===== src/rtl/core/bmc_pkg.sv =====
`default_nettype none

package bmc_pkg;

  localparam int unsigned WORD_W   = 32;
  localparam int unsigned COUNT_W  = 5;
  localparam int unsigned N_WORDS  = 4;
  localparam int unsigned BLK_BYTES = 16;
  localparam int unsigned N_ROUNDS = 8;

  typedef logic [WORD_W-1:0] word_t;

  // mixing network multipliers and addends
  localparam word_t MIX_K0 = 32'd32633;
  localparam word_t MIX_K1 = 32'd65419;
  localparam word_t MIX_K2 = 32'd65469;
  localparam word_t MIX_K3 = 32'd32717;
  localparam word_t MIX_K4 = 32'd65497;
  localparam word_t MIX_K5 = 32'd131009;

endpackage

`default_nettype wire


===== src/rtl/core/bmc_if.sv =====
`default_nettype none

interface bmc_in_if
  import bmc_pkg::*;
();
  logic               valid;
  logic               ready;
  logic               mode;
  word_t              word0;
  word_t              word1;
  word_t              word2;
  word_t              word3;
  logic [COUNT_W-1:0] valid_bytes;

  modport source (output valid, mode, word0, word1, word2, word3, valid_bytes,
                  input ready);
  modport sink   (input valid, mode, word0, word1, word2, word3, valid_bytes,
                  output ready);
endinterface

interface bmc_out_if
  import bmc_pkg::*;
();
  logic  valid;
  logic  ready;
  word_t sum0;
  word_t sum1;
  word_t sum2;
  word_t sum3;

  modport source (output valid, sum0, sum1, sum2, sum3, input ready);
  modport sink   (input valid, sum0, sum1, sum2, sum3, output ready);
endinterface

`default_nettype wire


===== src/rtl/core/block_mix_checksum_128.sv =====
`default_nettype none
// 128-bit running checksum over 16-byte blocks.
// in_ch carries one item: mode 0 clears the four running sums, mode 1 brings
// a block as four little-endian words plus a count of valid bytes (bytes past
// the count are zeroed, a count above 16 counts as 16, a count of 0 leaves the
// sums alone). out_ch returns the four sums after every item, one result per
// item, both channels valid/ready.
// A hashed block runs eight mixing rounds on one shared 32x32 multiplier; each
// round needs three dependent products, so a round runs as three phases (P0,
// M, F). After the mix the item passes through the final state and its sums
// go to the output register (a clear or empty item goes there straight from
// idle), and a new item is taken only once the block is back in idle, the
// multiplier chain being the limit.
// The result sits in an output register; the next item is accepted while it
// waits, and a finished item holds in the final state until the receiver has
// taken the previous result.
// Reset (rst_n low, synchronous) clears the sums and drops any item in flight.
module block_mix_checksum_128
  import bmc_pkg::*;
(
  input  wire logic  clk,
  input  wire logic  rst_n,
  bmc_in_if.sink     in_ch,
  bmc_out_if.source  out_ch
);

  localparam logic [1:0] ST_IDLE = 2'd0;
  localparam logic [1:0] ST_MIX  = 2'd1;
  localparam logic [1:0] ST_FIN  = 2'd2;

  localparam logic [1:0] OP_CLEAR = 2'd0;
  localparam logic [1:0] OP_KEEP  = 2'd1;
  localparam logic [1:0] OP_ADD   = 2'd2;

  localparam logic [1:0] PH_P0 = 2'd0;
  localparam logic [1:0] PH_M  = 2'd1;
  localparam logic [1:0] PH_F  = 2'd2;

  localparam int unsigned RND_W = $clog2(N_ROUNDS);

  logic [1:0]       state_r, state_nxt;
  logic [1:0]       op_r;
  logic [1:0]       phase_r, phase_nxt;
  logic [RND_W-1:0] rnd_r, rnd_nxt;
  logic             out_valid_r, out_valid_nxt;

  word_t s_r  [N_WORDS];
  word_t sum_r[N_WORDS];
  word_t p0_r, p1_r, p2_r, p3_r, m_r;

  logic  in_fire, fin_go, last_round;
  word_t blk    [N_WORDS];
  word_t mul_k, mul_x, prod, f_val, g_val;
  logic [COUNT_W-1:0] cnt_sat;

  assign in_ch.ready = (state_r == ST_IDLE);
  assign in_fire     = in_ch.valid && in_ch.ready;
  assign fin_go      = (state_r == ST_FIN) && (!out_valid_r || out_ch.ready);
  assign last_round  = (rnd_r == RND_W'(N_ROUNDS - 1));

  // byte masking of the incoming block
  always_comb begin
    logic [BLK_BYTES*8-1:0] raw, kept;
    raw = {in_ch.word3, in_ch.word2, in_ch.word1, in_ch.word0};
    cnt_sat = (in_ch.valid_bytes > COUNT_W'(BLK_BYTES)) ? COUNT_W'(BLK_BYTES)
                                                        : in_ch.valid_bytes;
    for (int b = 0; b < BLK_BYTES; b++) begin
      kept[b*8 +: 8] = (COUNT_W'(b) < cnt_sat) ? raw[b*8 +: 8] : 8'd0;
    end
    for (int w = 0; w < N_WORDS; w++) begin
      blk[w] = kept[w*WORD_W +: WORD_W];
    end
  end

  // shared multiplier, operands picked by phase
  always_comb begin
    unique case (phase_r)
      PH_P0:   begin mul_k = MIX_K0; mul_x = s_r[0]; end
      PH_M:    begin mul_k = MIX_K4; mul_x = p0_r ^ p2_r; end
      PH_F:    begin mul_k = MIX_K5; mul_x = (p1_r ^ p3_r) + m_r; end
      default: begin mul_k = MIX_K0; mul_x = s_r[0]; end
    endcase
    prod  = WORD_W'(mul_k * mul_x);
    f_val = prod;
    g_val = m_r + prod;
  end

  always_comb begin
    state_nxt     = state_r;
    phase_nxt     = phase_r;
    rnd_nxt       = rnd_r;
    out_valid_nxt = out_valid_r;
    if (out_ch.ready) begin
      out_valid_nxt = 1'b0;
    end
    unique case (state_r)
      ST_IDLE: begin
        if (in_fire) begin
          state_nxt = (in_ch.mode && in_ch.valid_bytes != '0) ? ST_MIX : ST_FIN;
          phase_nxt = PH_P0;
          rnd_nxt   = '0;
        end
      end
      ST_MIX: begin
        if (phase_r == PH_F) begin
          phase_nxt = PH_P0;
          rnd_nxt   = rnd_r + 1'b1;
          if (last_round) begin
            state_nxt = ST_FIN;
            rnd_nxt   = '0;
          end
        end else begin
          phase_nxt = phase_r + 1'b1;
        end
      end
      ST_FIN: begin
        if (fin_go) begin
          state_nxt     = ST_IDLE;
          out_valid_nxt = 1'b1;
        end
      end
      default: state_nxt = ST_IDLE;
    endcase
  end

  always_ff @(posedge clk) begin
    if (!rst_n) begin
      state_r     <= ST_IDLE;
      phase_r     <= PH_P0;
      rnd_r       <= '0;
      out_valid_r <= 1'b0;
      op_r        <= OP_CLEAR;
      for (int i = 0; i < N_WORDS; i++) begin
        sum_r[i] <= '0;
      end
    end else begin
      state_r     <= state_nxt;
      phase_r     <= phase_nxt;
      rnd_r       <= rnd_nxt;
      out_valid_r <= out_valid_nxt;
      if (in_fire) begin
        if (!in_ch.mode) begin
          op_r <= OP_CLEAR;
        end else if (in_ch.valid_bytes == '0) begin
          op_r <= OP_KEEP;
        end else begin
          op_r <= OP_ADD;
        end
      end
      if (fin_go) begin
        for (int i = 0; i < N_WORDS; i++) begin
          case (op_r)
            OP_CLEAR: sum_r[i] <= '0;
            OP_ADD:   sum_r[i] <= sum_r[i] + s_r[(i + 1) % N_WORDS];
            default:  sum_r[i] <= sum_r[i];
          endcase
        end
      end
    end
  end

  // working registers of the mix, no reset needed
  always_ff @(posedge clk) begin
    if (in_fire) begin
      for (int i = 0; i < N_WORDS; i++) begin
        s_r[i] <= blk[i];
      end
    end else if (state_r == ST_MIX) begin
      unique case (phase_r)
        PH_P0: begin
          p0_r <= prod;
          p1_r <= MIX_K1 + s_r[1];
          p2_r <= MIX_K2 + s_r[2];
          p3_r <= MIX_K3 + s_r[3];
        end
        PH_M: m_r <= prod;
        PH_F: begin
          s_r[0] <= p0_r ^ f_val;
          s_r[1] <= p1_r ^ g_val;
          s_r[2] <= p2_r ^ f_val;
          s_r[3] <= p3_r ^ g_val;
        end
        default: m_r <= m_r;
      endcase
    end
  end

  assign out_ch.valid = out_valid_r;
  assign out_ch.sum0  = sum_r[0];
  assign out_ch.sum1  = sum_r[1];
  assign out_ch.sum2  = sum_r[2];
  assign out_ch.sum3  = sum_r[3];

`ifndef ASSERT_OFF
  // sequencer counters rest outside the mix
  a_counters_idle: assert property (@(posedge clk) disable iff (!rst_n)
    (state_r != ST_MIX) |-> (phase_r == PH_P0 && rnd_r == '0))
    else $error("round counters not at rest outside mix");

  a_phase_legal: assert property (@(posedge clk) disable iff (!rst_n)
    (phase_r == PH_P0 || phase_r == PH_M || phase_r == PH_F))
    else $error("illegal mix phase");

  // a clear item leaves all sums at zero
  a_clear_zero: assert property (@(posedge clk) disable iff (!rst_n)
    (fin_go && op_r == OP_CLEAR) |=>
      (sum_r[0] == '0 && sum_r[1] == '0 && sum_r[2] == '0 && sum_r[3] == '0))
    else $error("sums not zero after clear item");

  // sums only move when an item finishes
  a_sums_hold: assert property (@(posedge clk) disable iff (!rst_n)
    ($past(rst_n) && !$past(fin_go)) |->
      ($stable(sum_r[0]) && $stable(sum_r[1]) && $stable(sum_r[2]) &&
       $stable(sum_r[3])))
    else $error("running sums changed without a finished item");
`endif

endmodule

`default_nettype wire


===== src/flat_wrapper.sv =====
// flat-port wrapper written by rule: the top's interface ports become plain ports
module block_mix_checksum_128_flat import bmc_pkg::*;
  (clk, rst_n, in_ch_valid, in_ch_mode, in_ch_word0, in_ch_word1, in_ch_word2, in_ch_word3, in_ch_valid_bytes, in_ch_ready, out_ch_valid, out_ch_sum0, out_ch_sum1, out_ch_sum2, out_ch_sum3, out_ch_ready);
  bmc_in_if in_ch_i ();
  bmc_out_if out_ch_i ();
  input  wire logic clk;
  input  wire logic rst_n;
  input wire logic [$bits(in_ch_i.valid)-1:0] in_ch_valid;
  input wire logic [$bits(in_ch_i.mode)-1:0] in_ch_mode;
  input wire logic [$bits(in_ch_i.word0)-1:0] in_ch_word0;
  input wire logic [$bits(in_ch_i.word1)-1:0] in_ch_word1;
  input wire logic [$bits(in_ch_i.word2)-1:0] in_ch_word2;
  input wire logic [$bits(in_ch_i.word3)-1:0] in_ch_word3;
  input wire logic [$bits(in_ch_i.valid_bytes)-1:0] in_ch_valid_bytes;
  output wire logic [$bits(in_ch_i.ready)-1:0] in_ch_ready;
  output wire logic [$bits(out_ch_i.valid)-1:0] out_ch_valid;
  output wire logic [$bits(out_ch_i.sum0)-1:0] out_ch_sum0;
  output wire logic [$bits(out_ch_i.sum1)-1:0] out_ch_sum1;
  output wire logic [$bits(out_ch_i.sum2)-1:0] out_ch_sum2;
  output wire logic [$bits(out_ch_i.sum3)-1:0] out_ch_sum3;
  input wire logic [$bits(out_ch_i.ready)-1:0] out_ch_ready;
  assign in_ch_i.valid = in_ch_valid;
  assign in_ch_i.mode = in_ch_mode;
  assign in_ch_i.word0 = in_ch_word0;
  assign in_ch_i.word1 = in_ch_word1;
  assign in_ch_i.word2 = in_ch_word2;
  assign in_ch_i.word3 = in_ch_word3;
  assign in_ch_i.valid_bytes = in_ch_valid_bytes;
  assign in_ch_ready = in_ch_i.ready;
  assign out_ch_valid = out_ch_i.valid;
  assign out_ch_sum0 = out_ch_i.sum0;
  assign out_ch_sum1 = out_ch_i.sum1;
  assign out_ch_sum2 = out_ch_i.sum2;
  assign out_ch_sum3 = out_ch_i.sum3;
  assign out_ch_i.ready = out_ch_ready;
  block_mix_checksum_128 u_core (.clk(clk), .rst_n(rst_n), .in_ch(in_ch_i), .out_ch(out_ch_i));
endmodule

===== config.mk =====
export PLATFORM = sky130hd
export DESIGN_NAME = block_mix_checksum_128_flat
export DESIGN_NICKNAME = d
export VERILOG_FILES = /design/src/rtl/core/bmc_pkg.sv /design/src/rtl/core/bmc_if.sv /design/src/rtl/core/block_mix_checksum_128.sv /design/src/flat_wrapper.sv
export SDC_FILE = /design/constraint.sdc
export NUM_CORES = 2
export LEC_CHECK = 0
export BUFFER_PORTS_ARGS = -buffer_cell sky130_fd_sc_hd__buf_2
export CAP_MARGIN = 40
export CORE_MARGIN = 4
export CORE_UTILIZATION = 35
export CTS_CLUSTER_DIAMETER = 60
export DETAILED_ROUTE_END_ITERATION = 12
export SYNTH_ARGS = -nofsm -noshare
export SYNTH_HDL_FRONTEND = slang
export SYNTH_SLANG_ARGS = --single-unit

===== constraint.sdc =====
create_clock -name clk -period 11.54 [get_ports clk]
set_clock_uncertainty 0.05 [all_clocks]
set_input_delay 2.308 -clock clk [delete_from_list [all_inputs] [get_ports clk]]
set_output_delay 2.308 -clock clk [all_outputs]
set_load 0.02 [all_outputs]

==> metrics <==
Worst-Margin Slew=0.975 ns; Routed WL=116000 µm; Slew Viols, Final=0; type of the worst setup path=flip-flop to flip-flop; Die Span X=~330 µm; headroom to the max-slew limit=around a third; Total GRT Usage=about a fifth; Buf+Inv Stages, Crit Path=4; Post-synth top flop=edfxtp_1; grt total ovfl=0; Clock Sinks=around 430; Synth top area share=around 34%; critical path fanouts, max=5; compound-gate portion of the synthesized area=between 10% and 20%; Synth Area in Adders=about 24%; largest net degree at the start of global routing=80; vias=approximately 28000; HP Class=flip-flop to flip-flop; synth top area cells=edfxtp_1, fa_1, ha_1; CTS max path bufs=3; Area after DPL=around 0.040 mm²; vias in the first global route=about 28000; RR Startpoint=u_core.p3_r[0]$_DFFE_PP_; clock latency on the worst-skew pair=approximately 0.64 ns; Reg2Reg Capture Point=u_core.s_r[3][31]$_DFFE_PP_; cell area after layout=between 0.04 and 0.05 mm²; vias per cell=~5.1; chip height=between 300 and 400 µm; initial antenna violation count=9; Post-Synth Simple-Gate Area=between 10% and 20%; number of synthesized flops with an enable pin=roughly 420; PortBufs=around 270; Clock Pin Slew Worst Setup and Hold Paths=0.06 ns; critical path's largest stage delay=roughly 0.54 ns; met3 usage=about 4.5%; setup slack, reg-to-reg=~0.56 ns; Worst setup EP type=flip-flop; Max Cap Violations=0; Total Neg Setup Slack=0 ns; Critical Path Source=u_core.p3_r[0]$_DFFE_PP_; Root Driver=clkbuf_16; syn_nets=between 4000 and 5000; Placeable Area=approximately 0.10 mm²; largest family of logic cells by synthesized area=adder cells; Critical Path Slowest Stage Cell=fa_1; hold path endpoint=u_core.op_r[0]$_SDFFE_PN0P_; Fmax achieved=91.1 MHz; mapped cell area=0.0367 mm²; status=complete, no violations; Synth Area in XOR/XNOR=between 10% and 20%; post-synth cell types=78; P&R area growth vs syn=15.2%; first-iteration detailed-routing DRC count=1914; yosys warns=0; drt pass-1 iters=5; RSZ-0062 raised after global routing=false; family with the most delay on the worst path=adder cells; Worst R2R Path Depth=47; full die area=between 0.1 and 0.15 mm²; GR Util met1=28.1%; half-perimeter wire length after placement=~95000 µm; share of layout cells above drive strength 1=approximately an eighth; met2 global-route usage=between 30 and 40%; WHS Path Cells=2; Synth Register Bits=~430; final net count=4695; CP arrival=11.30 ns; most area-hungry cell type in the Yosys netlist=edfxtp_1; crit path time final=10.98 ns; count of final setup violators=0; CTS buffer count=slightly below 60; CTS tree=done; Worst path depth=47; Worst EP required=between 10 and 15 ns; post-synthesis mux area share=0.136%; GRT busiest layer=met2; FP Rows=118; IO Count=between 200 and 300; Avg Cell Area, Syn=about 10 µm²; register area share after synthesis=34.6%; Post-DRT Antenna Nets=0; hold path startpoint=u_core.op_r[0]$_SDFFE_PN0P_; gpl congestion=between 0.9 and 1; ys async rst share=0%; number of remaining DRC errors=0; starting density of the core=around 35%; H-tree Lvls=2; Mapped Cells=approximately 3700; final hold vios=0; first-pass GRT wire length=around 170000 µm; WL/cell=roughly 21 µm; crit path launch type=flip-flop; period utilization=95.2%
## area by class of cell
cell class	instances	area, µm²
Fill cell	10200	61500
Multi-Input combinational cell	2737	22300
Sequential cell	426	12700
Timing Repair Buffer	349	2050
Tap cell	1380	1730
Inverter	427	1610
Clock buffer	70	1520
Clock inverter	40	408
Antenna cell	2	5.00
## layout by cell type, fill, tap and decap left out, drive strengths merged, types with 8 or more instances in the layout
cell type,count
a21boi,18
inv,440
or3,19
nor4,9
clkinv,18
o22ai,10
a22o,10
edfxtp,416
dfxtp,10
and2,28
ha,313
o21ai,228
a31oi,19
nor3,73
o21bai,13
clkbuf,70
o31ai,9
o31a,8
buf,349
and3,32
or2,13
nand3b,9
nor2b,61
nand4,25
nand3,68
nand2b,50
nor2,284
fa,245
nand2,303
o21a,41
xnor2,288
xor2,173
a21o,81
a211oi,39
o211ai,11
a21oi,167
## repair_timing
item,4_1_cts,5_1_grt
hold buffers,0,0
setup endpoints to repair,0,8
resized for setup,0,26
buffers inserted,0,4
## Yosys cell counts (17+ instances only)
cell type,n
o21ai_0,222
a211oi_1,37
a21o_1,81
o21a_1,41
and3_1,32
inv_1,427
nand3_1,68
nand2b_1,50
nor3_1,73
ha_1,313
nand4_1,25
or3_1,19
nor2_1,284
xnor2_1,286
and2_1,28
fa_1,245
xor2_1,172
nor2b_1,61
nand2_1,303
edfxtp_1,416
clkbuf_1,60
a21boi_0,17
a21oi_1,167
a31oi_1,18
## tightest hold or removal path: cells and delay by family (launching register included)
family           cells  cell delay [ns]
AND/OR/NAND/NOR      1             0.05
flip-flops           1             0.31
AO/OA/AOI/OAI        1             0.06
## worst max path at each step
stage / to / slack (ns)
6_report: u_core.s_r[3][31]$_DFFE_PP_ / 0.56
3_3_place_gp: u_core.s_r[3][31]$_DFFE_PP_ / 0.32
3_5_place_dp: u_core.s_r[1][31]$_DFFE_PP_ / 0.23
5_1_grt: u_core.s_r[1][31]$_DFFE_PP_ / 0.002
2_1_floorplan: u_core.s_r[1][31]$_DFFE_PP_ / 1.13
4_1_cts: u_core.s_r[1][31]$_DFFE_PP_ / 0.19
## kinds of logic (layout without fill, tap and decap cells)
group                      Yosys count  count (layout)
adders and majority gates          558             558
buffers and inverters              496             886
other                                0               2
muxes                                5               5
DFF                                426             426
xor gates and xnor gates           462             462
AOI/OAI and AO/OA                  718             718
and+or+nand+nor                    994             994
## per-stage QoR
stage	cells	worst slack, ns	hold WS, ns	utilization (%)
5_1_grt	5429	0.00171	0.425	40.7
3_3_place_gp	5309	0.318	0.404	38.6
4_1_cts	5425	0.192	0.417	40.6
3_5_place_dp	5315	0.232	0.411	38.7
2_1_floorplan	3659	1.13	0.392	-
6_report	5431	0.560	0.415	40.7
## layer usage
metal | part of all wire, % | up-vias
met5 | 0.053 | -
met4 | 3.3 | 8
met3 | 7.2 | 160
met2 | 45 | 831
met1 | 44 | 13600
li1 | - | 13300
## sequential cells by signal, summed over array words and instances (netlist names)
register and cells:
u_core.p1_r 32, u_core.s_r 128, u_core.state_r 2, u_core.sum_r 128, u_core.m_r 32, u_core.p3_r 32, u_core.rnd_r 3, u_core.p2_r 32
u_core.op_r 2, u_core.p0_r 32, u_core.phase_r 2, u_core.out_ch.valid 1
Power is not shown: default switching activity piles up to over one toggle a cycle in this logic, so the estimate is an artifact.
